==> src/rtl/nsc_pkg.sv <==
// Shared types, character codes and helper functions of the NMEA sentence checker.
package nsc_pkg;

    localparam int LenWidth   = 8;
    localparam int OutCountW  = 16;
    localparam int NumTalkers = 5;
    localparam int HeadDepth  = 6;
    localparam int TailDepth  = 3;

    localparam logic [7:0] ChDollar = 8'h24;
    localparam logic [7:0] ChStar   = 8'h2A;
    localparam logic [7:0] ChCr     = 8'h0D;
    localparam logic [7:0] ChLf     = 8'h0A;
    localparam logic [7:0] ChDigit0 = 8'h30;
    localparam logic [7:0] ChDigit9 = 8'h39;
    localparam logic [7:0] ChUpperA = 8'h41;
    localparam logic [7:0] ChUpperF = 8'h46;
    localparam logic [7:0] HexAlpha = 8'h37;

    typedef enum logic [2:0]
    {
        ST_ACCEPTED = 3'd0,
        ST_EMPTY    = 3'd1,
        ST_NO_START = 3'd2,
        ST_MISMATCH = 3'd3,
        ST_OVERLONG = 3'd4
    } status_t;

    typedef enum logic [2:0]
    {
        CN_GPS     = 3'd0,
        CN_GALILEO = 3'd1,
        CN_GLONASS = 3'd2,
        CN_BEIDOU  = 3'd3,
        CN_UNKNOWN = 3'd4
    } cons_t;

    typedef enum logic [2:0]
    {
        SK_GLL   = 3'd0,
        SK_GGA   = 3'd1,
        SK_GSA   = 3'd2,
        SK_GSV   = 3'd3,
        SK_VTG   = 3'd4,
        SK_TXT   = 3'd5,
        SK_OTHER = 3'd6
    } kind_t;

    typedef struct packed
    {
        logic                accept;
        status_t             status;
        cons_t               constellation;
        kind_t               sentence_kind;
        logic [LenWidth-1:0] line_length;
        logic [7:0]          computed_sum;
        logic [7:0]          received_sum;
    } line_eval_t;

    function automatic logic [3:0] hex_value(input logic [7:0] c);
        logic [7:0] diff;
        begin
            diff = 8'h00;
            if (c >= ChDigit0 && c <= ChDigit9)
            begin
                diff = c - ChDigit0;
            end
            else if (c >= ChUpperA && c <= ChUpperF)
            begin
                diff = c - HexAlpha;
            end
            return diff[3:0];
        end
    endfunction

    function automatic logic is_line_end(input logic [7:0] c);
        return (c == ChCr) || (c == ChLf);
    endfunction

endpackage

==> src/rtl/nsc_line_tracker.sv <==
// Line state of the checker: length, tail window, running XOR, head characters and evaluation.
module nsc_line_tracker #(
    parameter int MAX_LINE = 128
) (
    input  logic                clk,
    input  logic                rst_n,
    input  logic                step,
    input  logic [7:0]          rx_char,
    output nsc_pkg::line_eval_t eval
);

    localparam logic [nsc_pkg::LenWidth-1:0] MaxLen = nsc_pkg::LenWidth'(MAX_LINE);

    logic [nsc_pkg::LenWidth-1:0] len_reg, len_next, base_len;
    logic [7:0] xor_reg, xor_next, base_xor;
    logic [7:0] win_reg  [nsc_pkg::TailDepth];
    logic [7:0] win_next [nsc_pkg::TailDepth];
    logic [7:0] head_reg  [nsc_pkg::HeadDepth];
    logic [7:0] head_next [nsc_pkg::HeadDepth];
    logic       is_dollar;
    logic [7:0] recv;
    nsc_pkg::cons_t talker;
    nsc_pkg::kind_t kind;

    assign recv = {nsc_pkg::hex_value(win_reg[1]), nsc_pkg::hex_value(win_reg[2])};

    always_comb
    begin
        talker = nsc_pkg::CN_UNKNOWN;
        if (head_reg[1] == "G")
        begin
            unique case (head_reg[2])
                "P":     talker = nsc_pkg::CN_GPS;
                "A":     talker = nsc_pkg::CN_GALILEO;
                "L":     talker = nsc_pkg::CN_GLONASS;
                "B":     talker = nsc_pkg::CN_BEIDOU;
                default: talker = nsc_pkg::CN_UNKNOWN;
            endcase
        end
    end

    always_comb
    begin
        unique case ({head_reg[3], head_reg[4], head_reg[5]})
            "GLL":   kind = nsc_pkg::SK_GLL;
            "GGA":   kind = nsc_pkg::SK_GGA;
            "GSA":   kind = nsc_pkg::SK_GSA;
            "GSV":   kind = nsc_pkg::SK_GSV;
            "VTG":   kind = nsc_pkg::SK_VTG;
            "TXT":   kind = nsc_pkg::SK_TXT;
            default: kind = nsc_pkg::SK_OTHER;
        endcase
    end

    always_comb
    begin
        eval.line_length  = len_reg;
        eval.computed_sum = xor_reg;
        eval.received_sum = recv;
        priority if (len_reg == '0)
            eval.status = nsc_pkg::ST_EMPTY;
        else if (head_reg[0] != nsc_pkg::ChDollar)
            eval.status = nsc_pkg::ST_NO_START;
        else if (len_reg >= MaxLen)
            eval.status = nsc_pkg::ST_OVERLONG;
        else if (len_reg < nsc_pkg::LenWidth'(4) || win_reg[0] != nsc_pkg::ChStar ||
                 xor_reg != recv)
            eval.status = nsc_pkg::ST_MISMATCH;
        else
            eval.status = nsc_pkg::ST_ACCEPTED;
        eval.accept        = (eval.status == nsc_pkg::ST_ACCEPTED);
        eval.constellation = eval.accept ? talker : nsc_pkg::CN_GPS;
        eval.sentence_kind = eval.accept ? kind : nsc_pkg::SK_GLL;
    end

    assign is_dollar = (rx_char == nsc_pkg::ChDollar);

    always_comb
    begin
        len_next  = len_reg;
        xor_next  = xor_reg;
        win_next  = win_reg;
        head_next = head_reg;
        base_len  = is_dollar ? '0 : len_reg;
        base_xor  = is_dollar ? 8'h00 : xor_reg;
        if (step)
        begin
            if (nsc_pkg::is_line_end(rx_char))
            begin
                if (eval.accept)
                begin
                    len_next = '0;
                    xor_next = 8'h00;
                    for (int i = 0; i < nsc_pkg::HeadDepth; i++)
                    begin
                        head_next[i] = 8'h00;
                    end
                end
            end
            else
            begin
                len_next = base_len;
                xor_next = base_xor;
                for (int i = 0; i < nsc_pkg::HeadDepth; i++)
                begin
                    head_next[i] = is_dollar ? 8'h00 : head_reg[i];
                end
                if (base_len < MaxLen)
                begin
                    for (int i = 0; i < nsc_pkg::HeadDepth; i++)
                    begin
                        if (base_len == nsc_pkg::LenWidth'(i))
                        begin
                            head_next[i] = rx_char;
                        end
                    end
                    if (base_len >= nsc_pkg::LenWidth'(4))
                    begin
                        xor_next = base_xor ^ win_reg[0];
                    end
                    win_next[0] = win_reg[1];
                    win_next[1] = win_reg[2];
                    win_next[2] = rx_char;
                    len_next    = base_len + 1'b1;
                end
            end
        end
    end

    always_ff @(posedge clk or negedge rst_n)
    begin
        if (!rst_n)
        begin
            len_reg <= '0;
            xor_reg <= 8'h00;
            for (int i = 0; i < nsc_pkg::TailDepth; i++)
            begin
                win_reg[i] <= 8'h00;
            end
            for (int i = 0; i < nsc_pkg::HeadDepth; i++)
            begin
                head_reg[i] <= 8'h00;
            end
        end
        else
        begin
            len_reg  <= len_next;
            xor_reg  <= xor_next;
            win_reg  <= win_next;
            head_reg <= head_next;
        end
    end

endmodule

==> config.mk <==
export PLATFORM = sky130hd
export DESIGN_NAME = nsc_line_tracker
export DESIGN_NICKNAME = d
export VERILOG_FILES = /design/src/rtl/nsc_pkg.sv /design/src/rtl/nsc_line_tracker.sv
export SDC_FILE = /design/constraint.sdc
export NUM_CORES = 1
export LEC_CHECK = 0
export BUFFER_PORTS_ARGS = -buffer_cell sky130_fd_sc_hd__buf_2
export CORE_MARGIN = 5
export CORE_UTILIZATION = 30
export CTS_CLUSTER_SIZE = 14
export DETAILED_ROUTE_END_ITERATION = 12
export PLACE_DENSITY = 0.53
export SLEW_MARGIN = 30
export SYNTH_ARGS = -nofsm -noshare
export SYNTH_HDL_FRONTEND = slang
export SYNTH_SLANG_ARGS = --single-unit
==> constraint.sdc <==
create_clock -name clk -period 4.5 [get_ports clk]
set_clock_uncertainty 0.05 [all_clocks]
set_input_delay 0.225 -clock clk [delete_from_list [all_inputs] [get_ports clk]]
set_output_delay 0.225 -clock clk [all_outputs]
set_load 0.01 [all_outputs]
# Word-level counts from Yosys, hierarchy flattened
# Cells that the tools add are included.
# classes
mux,36
reduce_logical,12
n_eq_ne,23
add_sub_neg,5
n_lt_le_gt_ge,12
bitwise_logic,2
# op_table
cell,n
8-bit 2-to-1 mux,20
"24-bit by 23-bit equality test with 1-bit output, second input constant",6
48-bit 2-to-1 mux,3
"8-bit by 7-bit equality test with 1-bit output, second input constant",5
3-bit 2-to-1 mux,6
3-bit one-hot mux with 6 select lines,1
"8-bit by 2-bit equality test with 1-bit output, second input constant",2
"8-bit by 3-bit equality test with 1-bit output, second input constant",2
"8-bit by 4-bit equality test with 1-bit output, second input constant",2
"8-bit by 6-bit greater-or-equal comparator with 1-bit output, second input constant",2
"8-bit by 7-bit greater-or-equal comparator with 1-bit output, second input constant",2
"8-bit by 6-bit <= comparator with 1-bit output, second input constant",2
"8-bit by 7-bit <= comparator with 1-bit output, second input constant",2
8-bit zero test,2
4-bit 2-to-1 mux,4
"8-bit by 6-bit != test with 1-bit output, second input constant",2
3-bit one-hot mux with 4 select lines,1
"8-bit by 1-bit adder with 8-bit output, second input constant",1
"8-bit by 1-bit equality test with 1-bit output, second input constant",1
"8-bit by 6-bit equality test with 1-bit output, second input constant",1
"8-bit by 3-bit greater-or-equal comparator with 1-bit output, second input constant",1
"8-bit greater-or-equal comparator, second input constant",1
"8-bit by 3-bit < comparator with 1-bit output, second input constant",1
"8-bit < comparator, second input constant",1
12 further kinds,19
# totals
output_inout_bits,34
wordCells,101
regBits,88

# Longest topological paths before layout
# Gate-level depths: netlist of the first run.
# depth
word_depth,13
mapped_depth,15
ltp_nobuf,11

# Worst setup path after synthesis of the first run
# Ideal clock, no wire load.
# synth_path
path_type,register to output
start,register win_reg[0] (netlist bit)
end,output port eval[25] (netlist bit)
arrival_time_ns,3.046
path_buffers,2
stages_incl_launch_ff,12
required_time_ns,4.225
path_slack_ns,1.179
cell_sequence,dfrtp_1 -> inv_1 -> ha_1 -> nor3b_1 -> or4b_1 -> o211ai_2 -> o221ai_2 -> or4_1 -> buf_2 -> or3_1 -> buf_6 -> nor3_1
# synth_lines
element,line_no,source
from (decl),nsc_line_tracker.sv:16,logic [7:0] win_reg [nsc_pkg::TailDepth];
from (signal assigned),nsc_line_tracker.sv:149,win_reg <= win_next;
to (decl),nsc_line_tracker.sv:9,output nsc_pkg::line_eval_t eval

==> flow_summary_export.csv, run 1 <==
group,metric,value,unit
cts,cts.sinks,88,
routing,via_per_inst,5.688,
sta,rsz0062_at_grt,"no",
cts,cts_made_buffers,9,
critical_path,worstPathRequired,4.22,ns
routing,wl_per_cell,18.55,um
final_layout,final_common_cell,"dfrtp_1",
yosys,synth-xor-area-share,1.013,%
yosys,synthCells,573,
cts,clk_path_buf_depth,2,
cts,ctsResizeCount,0,
grt,overflow,0,
critical_path,cp_num_buf_inv,2,
grt,grt_pass1_vias,4523,
routing,drtAntennaViolNets,0,
floorplanning,io_pins,45,
yosys,synth_seq_area_share,42.45,%
yosys,ys_types,66,
critical_path,crit_slowest_cell,"or4_1",
critical_path,worstPathMaxFanout,8,
yosys,synth_fa_ha_area_share,2.412,%
yosys,async_reset_ff_share,100.0,%
placed_design,dpl-instance-area,5615,um^2
grt,antenna_found_initial,0,
floorplanning,die-width,141.5,um
outcome,status,"finished clean",
critical_path,crit_path_end_kind,"primary output",
placed_design,routabilityCongestion,0.8631,
yosys,yosys_warnings,0,
routing,drc,0,
critical_path,crit_path_max_incr_delay,0.66,ns
critical_path,critPathArrivalTime,3.83,ns
final_layout,final_cell_mix,"88 x dfrtp_1, 56 x o21ai_0, 51 x nand2_1",
worst_hold_path,min_path_cells,3,
yosys,muxShareOfSynthArea,4.100,%
critical_path,critPathTopFamily,"simple AND/OR/NAND/NOR gates",
cts,post-cts-setup-buffers,0,
sta,max_freq,0.2438,GHz
pwr,cellPowerDensity,489.0,nW/um^2
final_layout,diodes,0,
floorplanning,rows,48,
critical_path,crit_cells,10,
grt,grt_pass1_wl,24770,um
cts,h-tree-depth,3,
sta,slew_viol_final,0,
yosys,synth-simple-area-share,21.25,%
sta,finalHoldViolCount,0,
yosys,ys_ff_latch,88,
final_layout,fillers,1747,
grt,grt_start_max_net_pins,46,
placed_design,hpwl,10840,um
cts,clk_latency,0.36,ns
yosys,synth_top_family_by_area,"compound AO/OA/AOI/OAI gates",
cts,path_clk_slew,0.07,ns
cts,cts_tree,"yes",
placed_design,io_buffers,44,
floorplanning,start_util,30.31,%
routing,drt-total-wl,15450,um
sta,tns,0,ns
yosys,synth_top_flop_cell,"dfrtp_1",
sta,period_minus_slack,4.101,ns
final_layout,largest_register_ffs,48,
routing,drt_iter0_drc,430,
sta,worst_slack,0.3989,ns
sta,fin_crit_sh,91.14,%
critical_path,r2r_cells,10,
worst_hold_path,min_path_type,"in -> reg",
sta,timing_worst_slew_pin_value,0.8290,ns
yosys,synth_compound_area_share,22.67,%
final_layout,drive_above_1_share,16.78,%
grt,grt_usage,15.58,%
yosys,synth_edf_count,0,
yosys,netlist_area,5187,um^2
yosys,syn-num-nets,594,
routing,drt-pass1-iter-count,5,
cts,cts_root_buffer,"clkbuf_16",
cts,cts-hold-fix-buffers,1,
critical_path,criticalPathCategory,"reg -> out",
floorplanning,die-area,20020,um^2
routing,vias,4738,
final_layout,nets,624,
final_layout,finalInstanceArea,5967,um^2
flow_run,drv_cap,0,
placed_design,pre_cts_slack,0.7602,ns
pwr,power.leakage,2.705,nW
pwr,vdd_drop_max,0.0002060,V
final_layout,syn_to_final_growth,15.03,%
sta,setup_viol,0,
critical_path,path_cells,"inv_1 > ha_1 > nor3b_1 > or4b_1 > o211ai_2 > o221ai_2 > or4_1 > or3_1 > nor4b_4 > buf_2",
floorplanning,die_y,141.5,um
floorplanning,core,17120,um^2
sta,maxSlewHeadroom,44.74,%
yosys,syn_area_per_cell,9.053,um^2
critical_path,cp-start-kind,"register",
-- stage by stage --
step           cells  hold slack (ns)  power [mW]  utilization (%)
2_1_floorplan    573          -0.1206       1.733                -
3_3_place_gp     816           0.2144       2.030            32.81
3_5_place_dp     816           0.2129       2.051            32.81
4_1_cts          833           0.1914       2.931            34.83
5_1_grt          833           0.2065       3.087            34.86
6_report         833           0.2061       2.918            34.86
-- path summary, 6_finish.rpt --
path,start,end,slack [ns]
worst max-delay path,win_reg[0],eval[28],0.40
worst min-delay path,rx_char[4],head_reg[36],0.21
worst max register to register,win_reg[0],head_reg[11],0.82
worst min register to register,head_reg[41],head_reg[41],0.46
max in group asynchronous,rst_n,head_reg[11],3.01
min in group asynchronous,rst_n,win_reg[19],0.35
-- tightest hold or removal path: cells and delay by family --
kind            cells  cell delay [ns]
simple gates        1             0.08
compound gates      1             0.08
buf+inv             1             0.18
-- synthesized netlist by cell type, drive strengths merged (4+ instances only) --
cell type / n / area (um^2)
o21ai: 57 / 289.0
or4: 4 / 30.03
nand3: 16 / 80.08
nor2b: 8 / 50.05
xnor2: 5 / 43.79
a22oi: 25 / 187.7
nor4: 10 / 83.83
nand4: 8 / 50.05
o211ai: 10 / 80.07
a31oi: 4 / 25.02
nand2: 51 / 191.4
inv: 49 / 183.9
a22o: 13 / 113.9
or4b: 4 / 40.04
nand2b: 5 / 31.28
o2111ai: 8 / 70.07
ha: 10 / 125.1
nor3: 12 / 60.06
a21oi: 26 / 130.1
buf: 9 / 42.54
nor3b: 11 / 82.58
clkbuf: 24 / 90.09
mux2: 18 / 202.7
a32oi: 9 / 78.83
and3: 7 / 43.79
nor2: 32 / 122.6
dfrtp: 88 / 2202
nor4b: 6 / 73.81
-- kinds of logic (layout without fill, tap and decap cells) --
logic type	after synthesis	in the layout
AO/OA/AOI/OAI	175	175
XOR/XNOR	6	6
adder cells (fa/ha/maj)	10	10
buffers and inverters	82	117
flip-flops	88	88
multiplexers	19	19
AND/OR/NAND/NOR	193	193
-- power breakdown --
part / total [mW] / switching, mW / internal [mW] / leakage, nW
registers: 1.19 / 0.233 / 0.959 / 0.967
clock network: 0.876 / 0.331 / 0.545 / 0.164
logic: 0.850 / 0.474 / 0.376 / 1.57
total: 2.92 / 1.04 / 1.88 / 2.71
-- layout make-up --
| cell class | count | area, um^2 | area share [%] |
|---|---|---|---|
| clock inverters | 5 | 103.9 | 1.740 |
| flip-flops and latches | 88 | 2202 | 36.90 |
| repair buffers | 52 | 285.3 | 4.781 |
| multi-input cells | 403 | 2678 | 44.87 |
| inverters | 49 | 183.9 | 3.082 |
| clock buffers | 11 | 232.7 | 3.900 |
| well taps | 225 | 281.5 | 4.718 |
-- routing by layer --
metal | vias up | track usage [%] | part of all wire [%]
li1 | 2175 | - | -
met1 | 2369 | 21.09 | 44
met2 | 157 | 24.43 | 48
met3 | 37 | 2.595 | 4.7
met4 | 0 | 7.172 | 3.0
met5 | - | 0 | 0
(Power assumes the default switching activity.)
==> run 2: changes to the inputs <==
Settings changed: CORE_UTILIZATION 30 to 50, PLACE_DENSITY 0.53 to 0.76.
==> run 2 against run 1 <==
  * Sequential power about the same
  * Critical endpoint is now eval[27]
  * Utilization up 21 points
  * Sequential cell count unchanged
  * Critical path depth unchanged
  * Setup slack worse by 0.099 ns
  * Routed wire length down 9.1%
  * Register-to-register slack better by 0.02 ns
  * Largest cell class unchanged
  * Die area down 38%
  * Maximum frequency down 2.4%
==> flow_summary_export.csv, run 2 (synthesis gave the netlist of run 1 again) <==
group,metric,value,unit
placed_design,io_buffers,44,
routing,drt-total-wl,14050,um
routing,vias,4702,
floorplanning,core,10230,um^2
grt,grt_start_max_net_pins,47,
cts,h-tree-depth,3,
final_layout,fillers,886,
routing,drt-pass1-iter-count,6,
grt,grt_pass1_wl,23940,um
critical_path,crit_slowest_cell,"or4_1",
worst_hold_path,min_path_type,"in -> reg",
critical_path,worstPathRequired,4.22,ns
critical_path,critPathTopFamily,"simple AND/OR/NAND/NOR gates",
cts,path_clk_slew,0.10,ns
flow_run,drv_cap,0,
sta,maxSlewHeadroom,40.66,%
pwr,cellPowerDensity,465.8,nW/um^2
sta,worst_slack,0.2995,ns
critical_path,cp-start-kind,"register",
floorplanning,die_y,111.9,um
final_layout,drive_above_1_share,16.53,%
grt,grt_pass1_vias,4667,
final_layout,largest_register_ffs,48,
placed_design,routabilityCongestion,0.9016,
critical_path,critPathArrivalTime,3.93,ns
critical_path,cp_num_buf_inv,2,
cts,cts.sinks,88,
sta,tns,0,ns
routing,drtAntennaViolNets,0,
sta,finalHoldViolCount,0,
outcome,status,"finished clean",
placed_design,hpwl,9812,um
cts,cts_root_buffer,"clkbuf_8",
sta,fin_crit_sh,93.34,%
cts,clk_path_buf_depth,2,
critical_path,crit_end,"eval[27]",
floorplanning,die-area,12510,um^2
routing,drt_iter0_drc,402,
floorplanning,die-width,111.9,um
routing,via_per_inst,6.345,
critical_path,path_cells,"inv_1 > ha_1 > nor3b_1 > or4b_1 > o211ai_2 > o221ai_2 > or4_1 > or3_1 > nor4_4 > buf_2",
grt,antenna_found_initial,0,
pwr,power.leakage,2.630,nW
sta,slew_viol_final,0,
final_layout,diodes,0,
sta,rsz0062_at_grt,"no",
critical_path,worstPathMaxFanout,8,
final_layout,syn_to_final_growth,10.20,%
critical_path,crit_cells,10,
pwr,vdd_drop_max,0.0002964,V
floorplanning,io_pins,45,
final_layout,final_common_cell,"dfrtp_1",
routing,wl_per_cell,18.96,um
cts,clk_latency,0.38,ns
critical_path,r2r_start,"win_reg[0]",
final_layout,final_cell_mix,"88 x dfrtp_1, 56 x o21ai_0, 51 x nand2_1",
routing,drc,0,
critical_path,r2r_slack,0.84,ns
sta,period_minus_slack,4.201,ns
final_layout,nets,621,
critical_path,timing.rr.end,"head_reg[9]",
sta,setup_viol,0,
grt,grt_usage,23.33,%
floorplanning,rows,37,
critical_path,r2r_cells,10,
sta,timing_worst_slew_pin_value,0.8869,ns
grt,overflow,0,
critical_path,crit_path_end_kind,"primary output",
sta,max_freq,0.2381,GHz
cts,cts_made_buffers,9,
floorplanning,start_util,50.70,%
sta,hold_ws,0.1572,ns
critical_path,crit_path_max_incr_delay,0.67,ns
critical_path,criticalPathCategory,"reg -> out",
critical_path,startpoint,"win_reg[0]",
cts,cts_tree,"yes",
placed_design,pre_cts_slack,0.7654,ns
run 2: worst min-delay path by stage:
stage / cells past startpoint / slack [ns] / endpoint / startpoint
2_1_floorplan: 0 / -0.12 / head_reg[0] / rst_n
3_3_place_gp: 1 / 0.21 / len_reg[4] / rst_n
3_5_place_dp: 1 / 0.21 / len_reg[4] / rst_n
4_1_cts: 3 / 0.15 / head_reg[38] / rx_char[6]
5_1_grt: 3 / 0.17 / head_reg[36] / rx_char[4]
6_report: 3 / 0.16 / head_reg[38] / rx_char[6]
run 2: where the power goes:
group          internal, mW  switching (mW)
clock network         0.316           0.309
registers             0.957           0.248
logic                 0.371           0.461
run 2: stage by stage:
| step | instances | util [%] | power [mW] | area, um^2 |
|---|---|---|---|---|
| 2_1_floorplan | 573 | - | 1.733 | 5187 |
| 3_3_place_gp | 724 | 53.58 | 1.994 | 5482 |
| 3_5_place_dp | 724 | 53.58 | 2.036 | 5482 |
| 4_1_cts | 741 | 55.83 | 2.660 | 5712 |
| 5_1_grt | 741 | 55.88 | 2.830 | 5717 |
| 6_report | 741 | 55.88 | 2.663 | 5717 |
run 2: area by class of cell:
class	count	area, um^2	area share [%]
clock inverter	6	92.59	1.620
tap	136	170.2	2.977
inverter	49	183.9	3.217
clock buffer	10	127.6	2.232
sequential	88	2202	38.52
timing repair buffer	49	262.8	4.596
multi-input combinational	403	2678	46.84
run 2: worst register-to-register path: cells and delay by family (launching register included):
| kind | cells | cell delay [ns] |
|---|---|---|
| AO/OA/AOI/OAI | 4 | 0.89 |
| buffers and inverters | 2 | 0.47 |
| adder cells (fa/ha/maj) | 1 | 0.24 |
| flip-flops | 1 | 0.49 |
| AND/OR/NAND/NOR | 3 | 1.40 |
run 2: timing repair:
item / 4_1_cts / 5_1_grt
hold buffers: 1 / 0
gates resized for setup: 0 / 0
endpoints found under the hold margin: 42 / 0
setup buffers: 0 / 0
run 2: per-layer routing:
metal  vias to the layer above  part of all wire [%]  track usage, %
li1                       2152                     -               -
met1                      2362                    45           32.35
met2                       161                    48           36.05
met3                        27                   5.4           3.641
met4                         0                   2.4           10.62
met5                         -                     0               0
